## src/rtl/core/assert_macros.svh

```systemverilog
// ---------------------------------------------------------------------------
// Assertion macros
// Clocked, reset-qualified assertion wrappers shared by the RTL.
// ---------------------------------------------------------------------------
`ifndef ASSERT_MACROS_SVH
`define ASSERT_MACROS_SVH

// Property checked on every rising clock edge outside reset.
`define ZSSD_ASSERT(lbl, prop, msg) \
  lbl: assert property (@(posedge clk) disable iff (!rst_n) prop) else $error(msg);

// Condition in one cycle implies a condition in the next.
`define ZSSD_ASSERT_NEXT(lbl, pre, post, msg) \
  lbl: assert property (@(posedge clk) disable iff (!rst_n) pre |=> post) else $error(msg);

`endif

```

## src/rtl/core/zssd_pkg.sv

```systemverilog
// ---------------------------------------------------------------------------
// zssd_pkg
// Beat types, request codes and limits of the zero-suppressed decoder.
// ---------------------------------------------------------------------------
package zssd_pkg;

  localparam logic [1:0] REQ_EVENT = 2'd0;
  localparam logic [1:0] REQ_SEQ   = 2'd1;
  localparam logic [1:0] REQ_ADC   = 2'd2;

  localparam logic KIND_HIT = 1'b0;
  localparam logic KIND_ERR = 1'b1;

  localparam logic [7:0]  PAD_END = 8'hff;
  localparam logic [8:0]  PAD_MAX = 9'd511;
  localparam logic [19:0] HIT_MAX = 20'hFFFFF;

  typedef struct packed {
    logic [1:0]  req_type;
    logic [15:0] payload;
  } in_beat_t;

  typedef struct packed {
    logic        kind;
    logic [6:0]  row_number;
    logic [8:0]  pad_number;
    logic [9:0]  strip_number;
    logic [7:0]  sample_value;
    logic [19:0] hit_total;
  } out_beat_t;

  typedef struct packed {
    logic full;
    logic empty;
  } obuf_stat_t;

endpackage

```

## src/rtl/core/zssd_dec.sv

```systemverilog
// ---------------------------------------------------------------------------
// zssd_dec
// Decode state and per-beat update: pad words, runs and adc bytes.
// ---------------------------------------------------------------------------
module zssd_dec
  import zssd_pkg::*;
(
  input  logic      clk,
  input  logic      rst_n,
  input  logic      item_v,
  input  in_beat_t  item,
  output logic      res_v,
  output out_beat_t res
);

  logic [6:0]  cur_row_r,     cur_row_nxt;
  logic [8:0]  cur_pad_r,     cur_pad_nxt;
  logic [9:0]  next_strip_r,  next_strip_nxt;
  logic [4:0]  bytes_left_r,  bytes_left_nxt;
  logic        run_last_r,    run_last_nxt;
  logic        ended_r,       ended_nxt;
  logic [19:0] hit_count_r,   hit_count_nxt;

  logic [15:0] word;
  logic [4:0]  bytes_dec;
  logic [8:0]  pad_inc;

  assign word      = item.payload;
  assign bytes_dec = bytes_left_r - 5'd1;
  assign pad_inc   = (cur_pad_r < PAD_MAX) ? cur_pad_r + 9'd1 : cur_pad_r;

  always_comb begin
    cur_row_nxt    = cur_row_r;
    cur_pad_nxt    = cur_pad_r;
    next_strip_nxt = next_strip_r;
    bytes_left_nxt = bytes_left_r;
    run_last_nxt   = run_last_r;
    ended_nxt      = ended_r;
    hit_count_nxt  = hit_count_r;
    res_v          = 1'b0;
    res            = '0;
    res.kind       = KIND_ERR;
    if (item_v) begin
      case (item.req_type)
        REQ_EVENT: begin
          cur_row_nxt    = 7'd1;
          cur_pad_nxt    = 9'd1;
          next_strip_nxt = '0;
          bytes_left_nxt = '0;
          run_last_nxt   = 1'b0;
          ended_nxt      = 1'b0;
          hit_count_nxt  = '0;
        end
        REQ_SEQ: begin
          if (!ended_r) begin
            if (bytes_left_r != 5'd0) begin
              res_v = 1'b1;
            end
            bytes_left_nxt = '0;
            run_last_nxt   = 1'b0;
            if (word[15]) begin
              if (word[7:0] == PAD_END) begin
                ended_nxt = 1'b1;
              end else begin
                cur_pad_nxt = {1'b0, word[7:0]};
                cur_row_nxt = word[14:8];
              end
            end else begin
              next_strip_nxt = {1'b0, word[14:6]};
              bytes_left_nxt = word[4:0];
              run_last_nxt   = word[5];
              if (word[4:0] == 5'd0 && word[5]) begin
                cur_pad_nxt  = pad_inc;
                run_last_nxt = 1'b0;
              end
            end
          end
        end
        REQ_ADC: begin
          if (!ended_r) begin
            if (bytes_left_r == 5'd0) begin
              res_v = 1'b1;
            end else begin
              next_strip_nxt = next_strip_r + 10'd1;
              bytes_left_nxt = bytes_dec;
              if (word[7:0] != 8'd0) begin
                if (hit_count_r < HIT_MAX) begin
                  hit_count_nxt = hit_count_r + 20'd1;
                end
                res_v            = 1'b1;
                res.kind         = KIND_HIT;
                res.row_number   = cur_row_r;
                res.pad_number   = cur_pad_r;
                res.strip_number = next_strip_r;
                res.sample_value = word[7:0];
                res.hit_total    = hit_count_nxt;
              end
              if (bytes_dec == 5'd0 && run_last_r) begin
                cur_pad_nxt  = pad_inc;
                run_last_nxt = 1'b0;
              end
            end
          end
        end
        default: begin
          res_v = 1'b0;
        end
      endcase
    end
  end

  always_ff @(posedge clk) begin
    if (!rst_n) begin
      cur_row_r    <= 7'd1;
      cur_pad_r    <= 9'd1;
      next_strip_r <= '0;
      bytes_left_r <= '0;
      run_last_r   <= 1'b0;
      ended_r      <= 1'b0;
      hit_count_r  <= '0;
    end else begin
      cur_row_r    <= cur_row_nxt;
      cur_pad_r    <= cur_pad_nxt;
      next_strip_r <= next_strip_nxt;
      bytes_left_r <= bytes_left_nxt;
      run_last_r   <= run_last_nxt;
      ended_r      <= ended_nxt;
      hit_count_r  <= hit_count_nxt;
    end
  end

endmodule

```

## src/rtl/core/zssd_obuf.sv

```systemverilog
// ---------------------------------------------------------------------------
// zssd_obuf
// Two-entry result buffer: output register plus skid entry.
// ---------------------------------------------------------------------------
module zssd_obuf
  import zssd_pkg::*;
(
  input  logic       clk,
  input  logic       rst_n,
  input  logic       push,
  input  out_beat_t  push_data,
  output logic       out_valid,
  input  logic       out_stall,
  output out_beat_t  out_data,
  output obuf_stat_t stat
);

  logic [1:0] cnt_r, cnt_nxt;
  out_beat_t  head_r, head_nxt;
  out_beat_t  skid_r, skid_nxt;
  logic       pop;

  assign out_valid  = (cnt_r != 2'd0);
  assign out_data   = head_r;
  assign pop        = out_valid && !out_stall;
  assign stat.full  = (cnt_r == 2'd2);
  assign stat.empty = (cnt_r == 2'd0);

  always_comb begin
    cnt_nxt  = cnt_r;
    head_nxt = head_r;
    skid_nxt = skid_r;
    case (cnt_r)
      2'd0: begin
        if (push) begin
          head_nxt = push_data;
          cnt_nxt  = 2'd1;
        end
      end
      2'd1: begin
        if (push && pop) begin
          head_nxt = push_data;
        end else if (push) begin
          skid_nxt = push_data;
          cnt_nxt  = 2'd2;
        end else if (pop) begin
          cnt_nxt = 2'd0;
        end
      end
      2'd2: begin
        if (pop) begin
          head_nxt = skid_r;
          cnt_nxt  = 2'd1;
        end
      end
      default: begin
        cnt_nxt = 2'd0;
      end
    endcase
  end

  always_ff @(posedge clk) begin
    if (!rst_n) begin
      cnt_r <= 2'd0;
    end else begin
      cnt_r <= cnt_nxt;
    end
  end

  always_ff @(posedge clk) begin
    head_r <= head_nxt;
    skid_r <= skid_nxt;
  end

endmodule

```

## src/rtl/core/zero_suppressed_sequence_decoder.sv

```systemverilog
// ---------------------------------------------------------------------------
// zero_suppressed_sequence_decoder
// Decodes a zero-suppressed detector stream into hit and error beats.
// ---------------------------------------------------------------------------
// Input beats (in_valid/in_stall/in_data) carry an event start, a sequence
// word or an adc byte. Output beats (out_valid/out_stall/out_data) carry a
// hit with row, pad, strip, value and running hit count, or an error for an
// item out of sequence. Event starts, unused request codes, zero adc bytes,
// pad and run words without error, and anything between the end-of-event
// pad word and the next event start give no beat. An input beat is
// registered at acceptance and decoded against the state when it leaves the
// input register; its result is written into the output register, which
// drives out_valid and out_data. One beat is taken per cycle while in_stall
// is low; the per-beat state update is the only loop.
// A two-entry output buffer absorbs a receiver stall; in_stall rises only
// once both entries hold results and one more beat waits in the input
// register. Synchronous reset empties the pipeline and returns row and pad
// to one and all other decode state to zero.
// ---------------------------------------------------------------------------
`include "assert_macros.svh"

module zero_suppressed_sequence_decoder
  import zssd_pkg::*;
(
  input  logic      clk,
  input  logic      rst_n,
  input  logic      in_valid,
  output logic      in_stall,
  input  in_beat_t  in_data,
  output logic      out_valid,
  input  logic      out_stall,
  output out_beat_t out_data
);

  logic       s1_v_r, s1_v_nxt;
  in_beat_t   s1_data_r;
  logic       s1_fire;
  logic       in_take;
  logic       res_v;
  out_beat_t  res;
  obuf_stat_t ob_stat;
  logic       out_err;
  logic       out_hit;
  logic       err_clean;
  logic       hit_ok;

  assign in_stall = s1_v_r && ob_stat.full;
  assign s1_fire  = s1_v_r && !ob_stat.full;
  assign in_take  = in_valid && !in_stall;

  always_comb begin
    s1_v_nxt = s1_v_r;
    if (in_take) begin
      s1_v_nxt = 1'b1;
    end else if (s1_fire) begin
      s1_v_nxt = 1'b0;
    end
  end

  always_ff @(posedge clk) begin
    if (!rst_n) begin
      s1_v_r <= 1'b0;
    end else begin
      s1_v_r <= s1_v_nxt;
    end
  end

  always_ff @(posedge clk) begin
    if (in_take) begin
      s1_data_r <= in_data;
    end
  end

  zssd_dec u_dec (
    .clk    (clk),
    .rst_n  (rst_n),
    .item_v (s1_fire),
    .item   (s1_data_r),
    .res_v  (res_v),
    .res    (res)
  );

  zssd_obuf u_obuf (
    .clk       (clk),
    .rst_n     (rst_n),
    .push      (res_v),
    .push_data (res),
    .out_valid (out_valid),
    .out_stall (out_stall),
    .out_data  (out_data),
    .stat      (ob_stat)
  );

  assign out_err   = out_valid && (out_data.kind == KIND_ERR);
  assign out_hit   = out_valid && (out_data.kind == KIND_HIT);
  assign err_clean = (out_data.row_number == 7'd0) && (out_data.pad_number == 9'd0) &&
                     (out_data.strip_number == 10'd0) && (out_data.sample_value == 8'd0) &&
                     (out_data.hit_total == 20'd0);
  assign hit_ok    = (out_data.sample_value != 8'd0) && (out_data.hit_total != 20'd0);

  `ZSSD_ASSERT(a_stall_rise, $rose(in_stall) |-> $past(out_stall), "stall without output hold")
  `ZSSD_ASSERT(a_err_zero, out_err |-> err_clean, "error beat with nonzero fields")
  `ZSSD_ASSERT(a_hit_nonzero, out_hit |-> hit_ok, "hit beat with zero value or count")
  `ZSSD_ASSERT(a_empty_idle, ob_stat.empty |-> !out_valid, "output valid with empty buffer")

endmodule

```

## config.mk

```make
export PLATFORM = sky130hd
export DESIGN_NAME = zero_suppressed_sequence_decoder
export DESIGN_NICKNAME = d
export VERILOG_FILES = /design/src/rtl/core/zssd_pkg.sv /design/src/rtl/core/zssd_dec.sv /design/src/rtl/core/zssd_obuf.sv /design/src/rtl/core/zero_suppressed_sequence_decoder.sv
export VERILOG_INCLUDE_DIRS = /design/src /design/src/rtl/core
export SDC_FILE = /design/constraint.sdc
export NUM_CORES = 1
export LEC_CHECK = 0
export BUFFER_PORTS_ARGS = -buffer_cell sky130_fd_sc_hd__buf_2
export CORE_MARGIN = 1
export CORE_UTILIZATION = 54
export DETAILED_ROUTE_END_ITERATION = 16
export PLACE_DENSITY = 0.74
export SLEW_MARGIN = 20
export SYNTH_ARGS = -nofsm -noshare
export SYNTH_HDL_FRONTEND = slang
export SYNTH_SLANG_ARGS = --single-unit
export TNS_END_PERCENT = 1
```

## constraint.sdc

```tcl
create_clock -name clk -period 12.3 [get_ports clk]
set_input_delay 1.23 -clock clk [delete_from_list [all_inputs] [get_ports clk]]
set_output_delay 1.23 -clock clk [all_outputs]
set_load 0.005 [all_outputs]
```

* After elaboration in Yosys (flattened, before gate mapping)
Cells that the tools add are included.
W data, S select, Z words.
** Storage, ports and cells
- Flip-flop bits (word level) :: 184
- Input port bits :: 22
- Output and inout bits :: 57
- Logic and storage cells :: 146
** Cells by class
- Add/sub/neg operators :: 4
- Order comparisons :: 2
- Equal/unequal tests :: 20
- Muxes and demuxes :: 63
- Bitwise gates (word level) :: 1
- Reductions and logical operators :: 33
** Operators with widths (count)
- $mux W55 :: 8
- $pmux W55 S3 :: 1
- $mux W20 :: 4
- $mux W9 :: 8
- $mux W10 :: 4
- $pmux W20 S2 :: 1
- $pmux W10 S3 :: 1
- $pmux W9 S3 :: 1
- $mux W7 :: 3
- $add A20 B1 Y20 const B :: 1
- $lt A20 B20 Y1 const B :: 1
- $mux W5 :: 4
- $mux W1 :: 17
- $logic_not A5 Y1 :: 3
- $pmux W5 S3 :: 1
- $reduce_and A5 Y1 :: 3
- $ne A2 B2 Y1 const B :: 7
- $pmux W7 S2 :: 1
- $reduce_and A6 Y1 :: 2
- $add A10 B1 Y10 const B :: 1
- $mux W2 :: 5
- $ne A2 B1 Y1 const B :: 5
- $add A9 B1 Y9 const B :: 1
- $lt A9 B9 Y1 const B :: 1
- 22 further kinds :: 39

* Depth between registers and ports, before layout
Gate-level depths: netlist of run 1.
- Depth after elaboration :: 9
- Mapped depth :: 9
- Gate-level depth less buffers :: 8

* By module
Synthesis of run 1 repeated with hierarchy kept, for this count alone.
** Unflattened totals
- Cells, all modules :: 734
- Area total of the unflattened synthesis :: 8729.6 um^2
** By module, submodules not included
- zssd_obuf :: instances 1, cells an instance 190, area an instance 4264.1 um^2, sequential area each 3343.2 um^2
- zssd_dec :: instances 1, cells an instance 521, area an instance 3875.0 um^2, sequential area each 1061.0 um^2
- zero_suppressed_sequence_decoder :: instances 1, cells an instance 23, area an instance 590.6 um^2, sequential area each 560.5 um^2

* Worst setup path before layout of run 1
OpenSTA, ideal clock, no wires.
- Path type :: flip-flop to flip-flop
- Start :: register u_dec.bytes_left_r[0]
- End :: register u_obuf.head_r (netlist bit u_obuf.out_data[0]), enable pin
- Library setup time :: 0.483 ns
- Arrival time :: 4.447 ns
- Required time :: 11.817 ns
- Slack :: 7.371 ns
- Cell stages (with the launch flop) :: 8
- Buffers on the path :: 0
- Clock period less this slack :: 4.929 ns
- Path through :: dfxtp_1 inv_1 ha_1 nor4b_1 o31ai_1 a2111oi_4 a21oi_1 o2bb2ai_1
** On the way
- Cells in the longest elaborated chain, start to end :: 8
- Elaborated cells on any way between the ends :: 12
- Classes of those cells :: eq/ne (2); mux (6); reduce/logical (4)
** RTL lines
- from (decl) :: line zssd_dec.sv:19 : logic [4:0] bytes_left_r, bytes_left_nxt;
- from (signal assigned) :: line zssd_dec.sv:125 : bytes_left_r <= bytes_left_nxt;
- $logic_not A5 Y1 or $reduce_bool A5 Y1 (tied branches) :: line zssd_dec.sv:81, zssd_dec.sv:56
- $mux W1 (on tied branches) :: line zssd_dec.sv:81, zssd_dec.sv:56
- $mux W1 (on tied branches) :: line zssd_dec.sv:80, zssd_dec.sv:55
- $pmux W1 S2 (*) :: line zssd_dec.sv:44 : case (item.req_type)
- $mux W1 (*) :: line zssd_dec.sv:43 : if (item_v) begin
- $logic_and A1 B1 Y1 :: line zssd_obuf.sv:41 : if (push && pop) begin
- $ne A2 B1 Y1 (no line)
- $reduce_and A4 Y1 (no line) (*)
- to (signal assigned) :: line zssd_obuf.sv:71 : head_r <= head_nxt;
- to (decl) :: line zssd_obuf.sv:19 : out_beat_t head_r, head_nxt;
Mark *: on every way between the ends. The rest lies on a longest branch, timed or not.
A chain may end at the register's enable or synchronous reset.

* Final worst setup path of run 1
- Start :: register u_dec.bytes_left_r[0]
- End :: register u_obuf.head_r (netlist bit u_obuf.out_data[16]), enable pin
The elaborated chain is that of the path after synthesis.

==> results of run 1 <==
[cells by family after synthesis]
logic type	after synthesis	synth area share
AND/OR/NAND/NOR	287	0.175
AO/OA/AOI/OAI	186	0.147
flip-flops	184	0.590
buffers and inverters	59	0.0272
XOR/XNOR	25	0.0260
multiplexers	16	0.0190
adder cells (fa/ha/maj)	10	0.0149
[state kept, by name, summed over array words and instances, names as in the netlist]
name                cells
u_dec.bytes_left_r      5
s1_data_r              18
u_obuf.skid_r          55
u_dec.ended_r           1
u_obuf.out_data        55
u_obuf.cnt_r            2
u_dec.next_strip_r     10
u_dec.hit_count_r      20
s1_v_r                  1
u_dec.cur_row_r         7
u_dec.cur_pad_r         9
u_dec.run_last_r        1
[critical path, stage by stage (launching register included)]
cell and delay (ns):
sky130_fd_sc_hd__dfxtp_1 0.35, sky130_fd_sc_hd__inv_1 0.12, sky130_fd_sc_hd__ha_1 0.15, sky130_fd_sc_hd__nor4b_1 0.68, sky130_fd_sc_hd__o31ai_1 0.26, sky130_fd_sc_hd__a2111oi_4 0.56
sky130_fd_sc_hd__a21oi_1 0.14, sky130_fd_sc_hd__o2bb2ai_4 0.55, sky130_fd_sc_hd__buf_4 0.54
[cells in the mapped netlist (all sizes together), types with 16 or more instances]
library cell,n
nand2,79
a21o,40
clkbuf,34
inv,17
o21ai,44
xnor2,17
a21oi,46
dfxtp,56
nand3,32
edfxtp,128
and2,41
mux2i,16
nand4,19
nor2,52
[final timing paths]
kind / startpoint / endpoint / slack (ns) / cells past startpoint
min: u_dec.cur_row_r[1] / u_dec.cur_row_r[1] / 0.49 / 2
max: u_dec.bytes_left_r[0] / u_obuf.out_data[16] / 8.54 / 8
min reg2reg: u_dec.cur_row_r[1] / u_dec.cur_row_r[1] / 0.49 / 2
max reg2reg: u_dec.bytes_left_r[0] / u_obuf.out_data[16] / 8.54 / 8
[area by class of cell]
class / count / area (sq um) / share of cell area
repair buffers: 82 / 420 / 0.0439
multi-input cells: 524 / 3250 / 0.339
clock buffers: 18 / 429 / 0.0448
well taps: 188 / 235 / 0.0246
clock inverters: 14 / 211 / 0.0221
inverters: 18 / 67.6 / 0.00706
flip-flops and latches: 184 / 4960 / 0.519
[power by group through the flow]
stage,Combinational [uW],Clock (uW),Sequential (uW)
after floorplan,28.7,0,685
after detailed placement,46.5,0,687
after global routing,51.9,624,674
final,47.0,590,673
after global placement,45.5,0,687
after CTS,46.7,598,673
[metal layers]
layer	global-route usage	share of wire	wire, um	vias up
met5	0	0	0	-
met4	0.0910	0.018	347	0
met3	0.0527	0.070	1320	29
met2	0.364	0.44	8370	274
met1	0.354	0.47	8910	2931
li1	-	-	-	2942
[stage by stage]
| step | cells | utilization | setup slack [ns] | instance area, sq um | power [uW] |
|---|---|---|---|---|---|
| 2_1_floorplan | 767 | - | 7.37 | 8410 | 713 |
| 3_3_place_gp | 996 | 0.588 | 8.74 | 8930 | 732 |
| 3_5_place_dp | 996 | 0.588 | 8.55 | 8930 | 733 |
| 4_1_cts | 1028 | 0.630 | 8.52 | 9570 | 1320 |
| 5_1_grt | 1028 | 0.630 | 8.35 | 9570 | 1350 |
| 6_report | 1028 | 0.630 | 8.54 | 9570 | 1310 |
==> reports/results.txt, run 1 <==
The kind of start point of the critical path is a flop. The number of storage elements in the synthesis netlist is 184. The tree is rooted in a sky130_fd_sc_hd__clkbuf_16. VDD sags by at most 95.0 uV.

TritonCTS built the clock tree. The tools report the total global-route track usage as 0.245. The first detailed-routing pass ran for 6 iterations.

The layout cell share with drive strength beyond 1 is 0.158, and the overflow left after global routing is 0. The tools report the initial antenna violation count as 0. For the effective utilization at floorplan, the log shows 0.553. The number of enable-type register cells in the synthesized netlist is 128. For this design the ratio of total power to cell area is 137 nW/um^2. Die outline height: 127 um.

The routed design has 19000 um of wire. At the pin with the least slew margin, the transition time is 1.02 ns. Leaving out fill and tap cells, the most frequent cell in the layout is sky130_fd_sc_hd__edfxtp_1.

The Yosys step of the flow raised 0 warnings. Clock transition time at the flip-flop clock pins of the worst setup and hold paths: 0.07 ns. The largest net degree at the start of global routing is 56. The tools report the number of nets with antenna violations after detailed routing as 0. In this run the worst hold path is classified as flop to flop. The share of the synthesized area in the top cell type was 0.457; the die outline width was 127 um. The fraction of registers with async set or reset after synthesis was 0; the total number of clock tree sinks was 184.

The switching power as a share of total power is 0.215, and the switching power is 282 uW. At the later pin of the worst-skew pair, clock insertion delay measures 0.43 ns. The number of hold-slack violations in the final timing report came out at 0.

The worst setup path is of the flop to flop kind. In this run the standard cell core region covers 15200 sq um. Of all cell types, the one taking the most synthesized area is sky130_fd_sc_hd__edfxtp_1. The count of final max-slew check failures was 0. Setup repair after global routing left no endpoint under its margin.

The final layout contains 859 nets. The first-pass GRT wire length was 30200 um; the count of vias placed by the detailed router was 6176. The count of fill cells added during filler insertion is 1187. The H-tree depth reported by CTS is 4, and the HPWL after detailed placement is 12900 um. The run gives 45 as the number of placement rows. The tools report the clock network power share as 0.450. The share of the yosys chip area belonging to registers is 0.590. Yosys mapped the design onto 67 distinct sky130hd cell types.

At the end of routability-driven placement, the weighted congestion stood at 0.861. 79 I/O pins were placed. The part of the cycle the worst path needs is 0.305.

Setup violations remaining at the end of the flow were counted as 0. After detailed routing, the number of remaining DRC violations is 0. In this run the deepest clock path goes through 2 buffers.

In the layout the commonest cells are sky130_fd_sc_hd__edfxtp_1 (128), sky130_fd_sc_hd__nand2_1 (78), sky130_fd_sc_hd__buf_2 (78). The smallest clock period supported by the final layout is computed as 3.76 ns. Of all nets on the critical path, the largest fanout is 39. The net count of the mapped netlist came out at 799. At the worst endpoint, the arrival time is 3.83 ns. The synthesized cell area is 8410 sq um, and the number of buffers added for setup after CTS is 0. The average instance in the mapped netlist occupies 11.0 sq um.

Synthesis handed over a netlist of 767 instances. The endpoint class of the critical path is a flop. The tightest hold path in the finished design has a slack of 0.494 ns.

In the final timing run, aggregate negative setup slack is 0 ns. The count of port buffers added during placement is 78, and the sequential fraction of design power is 0.514. The repair_antennas step left the layout with diodes totalling 0. Number of global-route vias before repair: 5842. The run gives 0.313 as the normalized max-slew margin. Clock skew on the completed layout was measured at 0.00794 ns.

Count of instances resized after the clock tree is built: 0. The run gives 17 as the number of buffers inserted during clock tree synthesis. For this run, the leading register cell type out of synthesis is sky130_fd_sc_hd__edfxtp_1.

From synthesis to final layout, the design area changed by 13.9%. The run gives 12.37 ns as the required arrival time at the worst endpoint. The area of the die came out at 16100 sq um.

The share of total power in combinational logic is 0.036, and the detail-routed via count per cell is 6.01. The run finished with clean final reports. After the first detailed-routing iteration, the DRC count stood at 726.

Across the run, the number of max-cap violations was 0. Internal power of the cells: 1030 uW. The post-cts hold buffer count is 0, and the routed length per instance is 18.4 um. The leakage power summed over all cells came out at 0.00362 uW. By area the synthesized netlist is led by sky130_fd_sc_hd__edfxtp_1 (46%), sky130_fd_sc_hd__dfxtp_1 (13%), sky130_fd_sc_hd__a21o_1 (3.6%). Based on the critical path, the design can be clocked at up to 266 MHz.
(Power assumes the default switching activity.)
==> run 2: changes to the inputs <==
==> constraint.sdc (replaced) <==
create_clock -name clk -period 3.7 [get_ports clk]
set_input_delay 0.37 -clock clk [delete_from_list [all_inputs] [get_ports clk]]
set_output_delay 0.37 -clock clk [all_outputs]
set_load 0.005 [all_outputs]
==> reports/results.txt, run 2 (synthesis gave the netlist of run 1 again) <==
Once detail routing completed, the nets flagged for antenna violations numbered 0. The terminating pin of the worst hold path is s1_data_r[7]. The total global-route track usage was 0.244; the count of final max-slew check failures was 0. The tools report the flop-to-flop setup slack as 0.48 ns.

In the final routing, the length of wire on met1 measures 8550 um. For the leakage power summed over all cells, the log shows 0.00359 uW. For the top-level I/O count, the log shows 79.

The tools report the count of vias placed by the detailed router as 6148. Counting the buffers created by CTS gives 17. The first TritonRoute pass finished after 5 iterations. The most common cell after layout, fill and taps aside is sky130_fd_sc_hd__edfxtp_1. On the final layout, the worst clock skew is 0.00685 ns.

Reg-to-reg critical path endpoint: u_obuf.out_data[51]. Max-cap violations in this run came to 0. The part of the cycle the worst path needs came out at 0.871. The tools report the number of hold-slack violations in the final timing report as 0.

The startpoint identified for the worst hold timing path is in_data[7]. Setup total negative slack on the finished layout was measured at 0 ns. Measured along the x axis, the die boundary spans 127 um. The clock reaches the later pin of the worst-skew pair after 0.43 ns. The count of port buffers added during placement was 78. The number of cells on the worst reg-to-reg path was 8.

At the pin with the least slew margin, the transition time is 1.04 ns. For the required arrival time at the worst endpoint, the log shows 3.79 ns. The clock transition time at the flip-flop clock pins of the worst setup and hold paths is 0.07 ns, and the count of endpoints failing setup in the final report is 0. The total met3 wirelength after detailed routing was 1210 um. After global routing the overflow that remains totals 0. CTS built an H-tree with a depth of 4. The clock passes through at most 2 buffers. The post-cts hold buffer count came out at 0. The core region is 15200 sq um. Routed signal wires occupy layers up through met4. The worst setup path is of the flop to flop kind. The area growth from synthesis to layout is 13.4%. After detailed routing, the met2 layer carries 8610 um of wire. First-pass GRT wire length: 30200 um. Leaving out fill and tap cells, the most frequent cells in the layout are sky130_fd_sc_hd__edfxtp_1 (128), sky130_fd_sc_hd__nand2_1 (78), sky130_fd_sc_hd__buf_2 (78). Along the worst path, the maximum fanout reaches 31. The worst register-to-register path begins at u_dec.bytes_left_r[0]. The routed length per instance is 18.1 um, and the layout cell share with drive strength beyond 1 is 0.158.

For the number of buffers added for setup after CTS, the log shows 0. Setup repair after global routing left no endpoint under its margin. Using the TritonRoute via totals, the vias-per-cell ratio works out to 5.96.

The HPWL after detailed placement is 12800 um. Entering global routing, the biggest net connects 56 pins. The normalized max-slew margin is 0.306. The core occupancy in the finished layout is 0.627. The ratio of total power to cell area was 434 nW/um^2. The tree is rooted in a sky130_fd_sc_hd__clkbuf_16. The final critical delay including setup and external delays was 3.22 ns; the cell depth of the worst min-delay path was 1. The tools report the effective utilization at floorplan as 0.553. TritonCTS built the clock tree. The logs give 863 for the post-layout net count and 5767 for the number of global-route vias before repair.

The worst setup path is captured at a flop. The flow ran to the end, and the final reports show no timing, DRC or antenna violations. The run gives 0 as the count of instances resized after the clock tree is built.

The final estimated routing congestion in global placement came out at 0.889. The die outline height came out at 127 um. In this run, the number of DRC markers left after iteration 0 of detailed routing was 476.

For this block, the routed nets add up to 18600 um of wire. STA classifies the critical path startpoint as a flop. Timing analysis after detailed placement gives a worst setup slack of 0.525 ns. The tools report the diode insertion count for antenna repair as 0. Clock tree synthesis found a total of 184 sinks. The highest ir drop seen on vdd was 282 uV. For this run, the top clock speed supported by timing is 310 MHz. The area of the die was 16100 sq um; the number of placement rows was 45. Initial antenna violation count: 0. Worst setup slack after layout: 0.478 ns.

The min-delay analysis places its worst path in the category input pin to flop. For this run, design rule violations remaining after detail routing come to 0. For the worst setup path, the data arrival time is 3.31 ns.
[run 2: worst max-delay path by stage]
stage / startpoint / to / slack (ns)
3_3_place_gp: u_dec.bytes_left_r[0] / u_obuf.skid_r[36] / 0.69
3_5_place_dp: u_dec.bytes_left_r[0] / u_obuf.out_data[49] / 0.53
6_report: u_dec.bytes_left_r[0] / u_obuf.out_data[51] / 0.48
2_1_floorplan: u_dec.bytes_left_r[0] / u_obuf.skid_r[0] / 0.07
4_1_cts: u_dec.bytes_left_r[0] / u_obuf.out_data[49] / 0.51
5_1_grt: u_dec.bytes_left_r[0] / u_obuf.out_data[51] / 0.25
[run 2: final cells by class]
| class | instances | area, sq um |
|---|---|---|
| sequential | 184 | 4960 |
| timing repair buffer | 86 | 463 |
| clock inverter | 11 | 124 |
| tap | 188 | 235 |
| inverter | 18 | 67.6 |
| clock buffer | 20 | 437 |
| fill | 1198 | 5670 |
| multi-input combinational | 524 | 3250 |
[run 2: metal layers]
metal	track usage	vias to the layer above
li1	-	2949
met2	0.378	237
met5	0	-
met4	0.0854	0
met3	0.0506	28
met1	0.343	2934
[run 2: per-stage QoR]
step | cells | area [sq um] | total power [uW] | hold WS [ns]
6_report | 1031 | 9540 | 4140 | 0.110
5_1_grt | 1031 | 9540 | 4260 | 0.102
4_1_cts | 1031 | 9540 | 4160 | 0.0991
3_5_place_dp | 1000 | 8980 | 2440 | 0.476
3_3_place_gp | 1000 | 8980 | 2430 | 0.470
2_1_floorplan | 767 | 8430 | 2370 | 0.446
[run 2: critical path, stage by stage, from the launching register on]
cell and delay (ns):
sky130_fd_sc_hd__dfxtp_1 0.35, sky130_fd_sc_hd__inv_1 0.12, sky130_fd_sc_hd__ha_1 0.16, sky130_fd_sc_hd__nor4b_1 0.72, sky130_fd_sc_hd__o31ai_1 0.26, sky130_fd_sc_hd__a2111oi_4 0.56, sky130_fd_sc_hd__a21oi_1 0.13, sky130_fd_sc_hd__o2bb2ai_4 0.17
sky130_fd_sc_hd__buf_4 0.38
[run 2: where the power goes]
group          internal, uW  total [uW]  switching (uW)
Clock                   993        1740             749
Sequential             2210        2240            22.8
Combinational          54.2         157             103
Total                  3260        4140             875
